## config.mk

```make
export PLATFORM = sky130hd
export DESIGN_NAME = sams_store
export DESIGN_NICKNAME = d
export VERILOG_FILES = /design/src/rtl/sams_pkg.sv /design/src/rtl/sams_store.sv
export SDC_FILE = /design/constraint.sdc
export NUM_CORES = 1
export LEC_CHECK = 0
export BUFFER_PORTS_ARGS = -buffer_cell sky130_fd_sc_hd__buf_4
export CAP_MARGIN = 30
export CORE_UTILIZATION = 45
export CTS_CLUSTER_SIZE = 14
export DETAILED_ROUTE_END_ITERATION = 12
export GPL_ROUTABILITY_DRIVEN = 0
export PLACE_DENSITY = 0.68
export SLEW_MARGIN = 30
export SYNTH_ARGS = -nofsm -noshare
export SYNTH_HDL_FRONTEND = slang
export SYNTH_SLANG_ARGS = --single-unit
export TNS_END_PERCENT = 20
```

## constraint.sdc

```tcl
create_clock -name clk -period 3.7 [get_ports clk]
set_input_delay 0.555 -clock clk [delete_from_list [all_inputs] [get_ports clk]]
set_output_delay 0.555 -clock clk [all_outputs]
set_load 0.01 [all_outputs]
```

## src/rtl/sams_pkg.sv

```systemverilog
package sams_pkg;

  // Fixed field widths
  localparam int SEL_W    = 2;
  localparam int DATA_W   = 32;
  localparam int STATUS_W = 2;

  typedef enum logic {
    OP_PUSH = 1'b0,
    OP_POP  = 1'b1
  } opcode_t;

  typedef enum logic [STATUS_W-1:0] {
    ST_OK        = 2'd0,
    ST_OVERFLOW  = 2'd1,
    ST_UNDERFLOW = 2'd2
  } status_t;

  // Control from the stack logic to the entry store
  typedef struct packed {
    logic rd_en;
    logic link_we;
    logic value_we;
  } sams_mem_ctl_t;

endpackage

```

## src/rtl/sams_store.sv

```systemverilog
// Entry store: value and link memories with registered, write-first reads.
// Links of entries never written read as their reset chain (i -> i+1) via a
// fill count, since entries leave the initial free list strictly in order.
module sams_store import sams_pkg::*; #(
  parameter int DEPTH = 16
) (
  input  logic                  clk,
  input  logic                  rst,
  input  sams_mem_ctl_t         ctl,
  input  logic [$clog2(DEPTH+1)-1:0] rd_ptr,
  input  logic [$clog2(DEPTH+1)-1:0] wr_ptr,
  input  logic [$clog2(DEPTH+1)-1:0] wr_link,
  input  logic [DATA_W-1:0]     wr_value,
  output logic [$clog2(DEPTH+1)-1:0] rd_link,
  output logic [DATA_W-1:0]     rd_value
);

  localparam int AW = $clog2(DEPTH);
  localparam int PW = $clog2(DEPTH + 1);

  logic [DATA_W-1:0] value_mem [DEPTH];
  logic [PW-1:0]     link_mem  [DEPTH];
  logic [PW-1:0]     fill;

  logic same_addr;
  assign same_addr = (rd_ptr == wr_ptr);

  // Count of entries written at least once
  always_ff @(posedge clk) begin
    if (rst) begin
      fill <= '0;
    end else if (ctl.link_we && wr_ptr == fill) begin
      fill <= fill + PW'(1);
    end
  end

  // Link memory
  always_ff @(posedge clk) begin
    if (ctl.link_we) begin
      link_mem[wr_ptr[AW-1:0]] <= wr_link;
    end
    if (ctl.rd_en) begin
      if (ctl.link_we && same_addr) begin
        rd_link <= wr_link;
      end else if (rd_ptr >= fill) begin
        rd_link <= rd_ptr + PW'(1);
      end else begin
        rd_link <= link_mem[rd_ptr[AW-1:0]];
      end
    end
  end

  // Value memory
  always_ff @(posedge clk) begin
    if (ctl.value_we) begin
      value_mem[wr_ptr[AW-1:0]] <= wr_value;
    end
    if (ctl.rd_en) begin
      if (ctl.value_we && same_addr) begin
        rd_value <= wr_value;
      end else begin
        rd_value <= value_mem[rd_ptr[AW-1:0]];
      end
    end
  end

endmodule

```

---- After elaboration in Yosys (flattened, before gate mapping) ----
Memory sizes are Yosys's and may differ from the RTL's.
Index checks and enable logic that the tools add are counted.
storage, ports and cells
  register bits after elaboration ......... 42
  memory bits (writable) .................. 592
  bits of input ports ..................... 52
  logic and storage cells ................. 20
  memories kept ........................... 2
operators by class
  add/subtract/negate cells ............... 2
  $lt $le $gt $ge ......................... 1
  equal/unequal tests ..................... 2
  mux-type cells .......................... 7
  reduce and logical (&&, ||, !) cells .... 3
memories
  memory     depth  width  read ports  clocked after memory_dff  write ports  RTL line          text
  value_mem  16     32     1           0                         1            sams_store.sv:21  logic [DATA_W-1:0] value_mem [DEPTH];
  link_mem   16     5      1           0                         1            sams_store.sv:22  logic [PW-1:0] link_mem [DEPTH];
operators by type and width
  operator             count
  $mux 32              1
  $add 5x1->5 const B  2
  $eq 5x5->1           2
  $mux 5               2
  $ge 5x5->1           1
  $mux 1               4
  $logic_and 1x1->1    3

---- Depth between registers and ports, before layout ----
  depth after elaboration ................. 3
  mapped depth ............................ 10
  mapped depth without buffers ............ 7

---- Worst setup path before layout ----
No wires, ideal clock.
  kind .................................... input-to-reg
  from .................................... input wr_ptr[2]
  to ...................................... memory value_mem[0][0], enable pin
  setup time .............................. 421 ps
  arrival ................................. 2604 ps
  data required time ...................... 3279 ps
  path slack .............................. 675 ps
  cell stages on the path ................. 3
  buffers on the path ..................... 1
  cell sequence ........................... buf_2 or3b_2 nor2_1
RTL lines
  what                RTL line          text
  start: declaration  sams_store.sv:11  input logic [$clog2(DEPTH+1)-1:0] wr_ptr,
  end: declaration    sams_store.sv:21
No word-level cell before the write port.

---- Worst setup path after layout ----
  from .................................... input rd_ptr[0]
  to ...................................... register rd_link[3] (data pin)
on the way
  word-level cells in the longest chain between the ends .. 3
  elaborated cells between the ends (all ways) .. 7
RTL lines
  what                                                RTL line                            text
  start: declaration                                  sams_store.sv:10                    input logic [$clog2(DEPTH+1)-1:0] rd_ptr,
  $mem_v2 16x5, or another cell as far along          n/a
  $mux 5 / $logic_and 1x1->1 (equally long branches)  sams_store.sv:45, sams_store.sv:43
  $mux 5 (*)                                          sams_store.sv:43                    if (ctl.link_we && same_addr) begin
  end signal: assignment                              sams_store.sv:44                    rd_link <= wr_link;
  end signal: assignment                              sams_store.sv:46                    rd_link <= rd_ptr + PW'(1);
  end signal: assignment                              sams_store.sv:48                    rd_link <= link_mem[rd_ptr[AW-1:0]];
  end: declaration                                    sams_store.sv:14                    output logic [$clog2(DEPTH+1)-1:0] rd_link,
Every way passes the cells marked *; elsewhere a longest branch is shown, timed or not.
A chain may end at the register's enable or synchronous reset.

==> flow_summary.toml <==
[floorplanning]
num_rows = 85
core_um2 = 54300
die_h_um = 237
initial_core_util = 0.459
dieWidth_um = 237
io-pin-count = 89
die_area_um2 = 56400

[timing]
holdWs_ns = 0.119
clock.fmax_mhz = 461
period_minus_slack_ns = 2.17
worst_pin_slew_ns = 0.774
grt_setup_unrepaired = "no"
setup-violations-final = 0
slew_violations = 0
post-route-period-util = 0.586
fin_skew_ns = 0.0276
hold_viol_final = 0
fin_tns_setup_ns = 0
slew_headroom = 0.484

[power_and_ir_drop]
comb_power_share = 0.057
power.switching_mw = 3.17
powerDensity_nw_per_um2 = 526
p_seq_frac = 0.541
switching_share = 0.211
power.internal_mw = 11.8
vdd_drop_max_v = 0.000399
total_leakage_power_nw = 9.16
pwr-share-clk = 0.401

[setup_path]
path_buf_inv = 2
cp-startpoint = "rd_ptr[0]"
startpoint_type = "input port"
crit_slowest_cell = "mux4_2"
critPathRequiredTime_ns = 4.03
reg2reg_from = "fill[2]$_SDFFE_PP0P_"
crit_arrival_ns = 2.50
cp-end-kind = "flip-flop"
cpPeakStageDelay_ns = 0.55
critPathKind = "in2reg"
crit_chain = "clkbuf_8, buf_12, mux4_2, a22oi_1, o211ai_1, mux2i_1, o21ai_0"
path_max_fanout = 43
cp_top_family = "buffers and inverters"

[cells_and_area]
drive_above_1_share = 0.273
post-route-cell-area_um2 = 28600
nets = 1359
syn_to_final_growth_pct = 14.5

[drt]
dr.pass1.iters = 7
routed_via_density = 5.61
vias = 11700
wire_per_inst_um = 24.7
detail_route.drc_violations = 0
ant_nets = 0
drt-total-wl_um = 51600
first_iter_violations = 956

[clock_network]
cts.sinks = 634
cts_made_buffers = 61
post-cts-setup-buffers = 0
clockBufferDepth = 3
htreeDepth = 2
cts_resized = 0
root_buffer = "clkbuf_16"
clk_pin_slew_ns = 0.06
clock_latency_ns = 0.65
postCtsHoldBufs = 0
cts_tree = "built"

[hold_path]
hold_class = "in2reg"
hp-start = "rst"

[global_routing]
first_global_vias = 12000
grtUsageMet1 = 0.256
grt_remaining_overflow = 0
busiest_layer = "met2"
grt_max_degree = 69
grt_usage = 0.186
grt_use_met3 = 0.0307
grt_use_met2 = 0.308
antenna_found_initial = 3
grt_pass1_wl_um = 76900

[placed_design]
io_buffers = 88
place_hpwl_um = 27100
placed_area_um2 = 26600

[synthesis]
ys_ff_latch = 634
synthDominantCellAreaShare = 0.757
syn_area_per_cell_um2 = 21.1
synthDistinctLibCells = 37
synth_edf_count = 629
ys.warnings.count = 0
async_flop_share = 0
yosys-top-cells-count = "629 x edfxtp_1, 113 x mux4_2, 79 x nand2_1"
syn_nets = 1240
synth-main-ff-cell = "edfxtp_1"
synthCells = 1181
yosysSeqAreaShare = 0.761
synth.top_cells.by_area = "edfxtp_1 76%, mux4_2 10%, mux4_1 3.7%"
yosysTopAreaCell = "edfxtp_1"
yosysMostFrequentCell = "edfxtp_1"
synth_area_um2 = 24900

[run_status]
status = "finished, final reports clean"

[job]
maxCapViolCount = 0
==> final cells by class <==
cell class	instances	area, um^2
fillers	4179	25800
flip-flops and latches	634	19000
multi-input cells	479	5640
clock buffers	74	1580
repair buffers	118	1040
well taps	739	925
clock inverters	39	370
inverters	6	22.5
diodes	1	2.50
==> kinds of logic (layout without fill, tap and decap cells) <==
| logic type | after synthesis | in the layout | share of synthesized area |
|---|---|---|---|
| xor gates and xnor gates | 17 | 17 | 0.00597 |
| and+or+nand+nor | 159 | 159 | 0.0272 |
| AOI/OAI and AO/OA | 81 | 81 | 0.0170 |
| other | 0 | 1 | 0 |
| muxes | 215 | 215 | 0.167 |
| adders and majority gates | 7 | 7 | 0.00351 |
| DFF | 634 | 634 | 0.761 |
| buffers and inverters | 68 | 237 | 0.0177 |
==> final timing paths <==
check,end,slack (ns),cells past startpoint
max reg2reg,rd_link[1]$_DFFE_PP_,1.55,7
max,rd_link[3]$_DFFE_PP_,1.53,7
min reg2reg,fill[2]$_SDFFE_PP0P_,0.58,2
min,fill[2]$_SDFFE_PP0P_,0.12,2
==> power groups by stage <==
stage	logic, mW	clock network (mW)	registers (mW)
6_report	0.858	6.03	8.13
5_1_grt	0.930	6.39	8.14
4_1_cts	0.872	6.13	8.13
3_5_place_dp	0.869	0	8.28
3_3_place_gp	0.851	0	8.28
2_1_floorplan	0.494	0	8.29
==> cell usage in the layout, fill, tap and decap left out, types with 5 or more instances in the layout <==
master and count:
o21ai_1 62, clkbuf_16 61, o21ai_0 6, buf_4 104, mux4_1 35, clkinv_2 11
bufinv_16 5, clkbuf_1 13, buf_12 11, mux2i_1 35, edfxtp_1 629, nor2_4 17
inv_1 6, xnor2_1 16, nand2_1 79, mux4_2 113, clkinv_1 15, nand2b_1 5
nor2_1 26, mux2_2 32, ha_1 7, dfxtp_1 5, nand3_1 13
==> metrics by stage <==
stage | power (mW) | utilization | cells | setup WS (ns)
after global placement | 9.13 | 0.490 | 1976 | 0.852
after CTS | 15.1 | 0.526 | 2089 | 1.54
after global routing | 15.5 | 0.526 | 2090 | 1.36
final | 15.0 | 0.526 | 2090 | 1.53
after floorplan | 8.78 | - | 1181 | 0.675
after detailed placement | 9.15 | 0.490 | 1976 | 0.859
==> worst register-to-register path: stages (launching register included) <==
cell	delay, ns
dfxtp_1	0.40
inv_1	0.10
ha_1	0.30
a21o_1	0.18
a31oi_1	0.13
o21ai_1	0.23
or4_1	0.57
nand3_1	0.10
==> flip-flops by register name (all words and copies together) (netlist names) <==
register,count
value_mem,512
link_mem,80
rd_value,32
fill,5
rd_link,5
==> routing by layer <==
metal | wire [um] | vias up
met2 | 25500 | 353
met1 | 21900 | 6178
met3 | 3090 | 79
met5 | 22 | -
met4 | 1090 | 4
li1 | - | 5111
(Power assumes the default switching activity.)
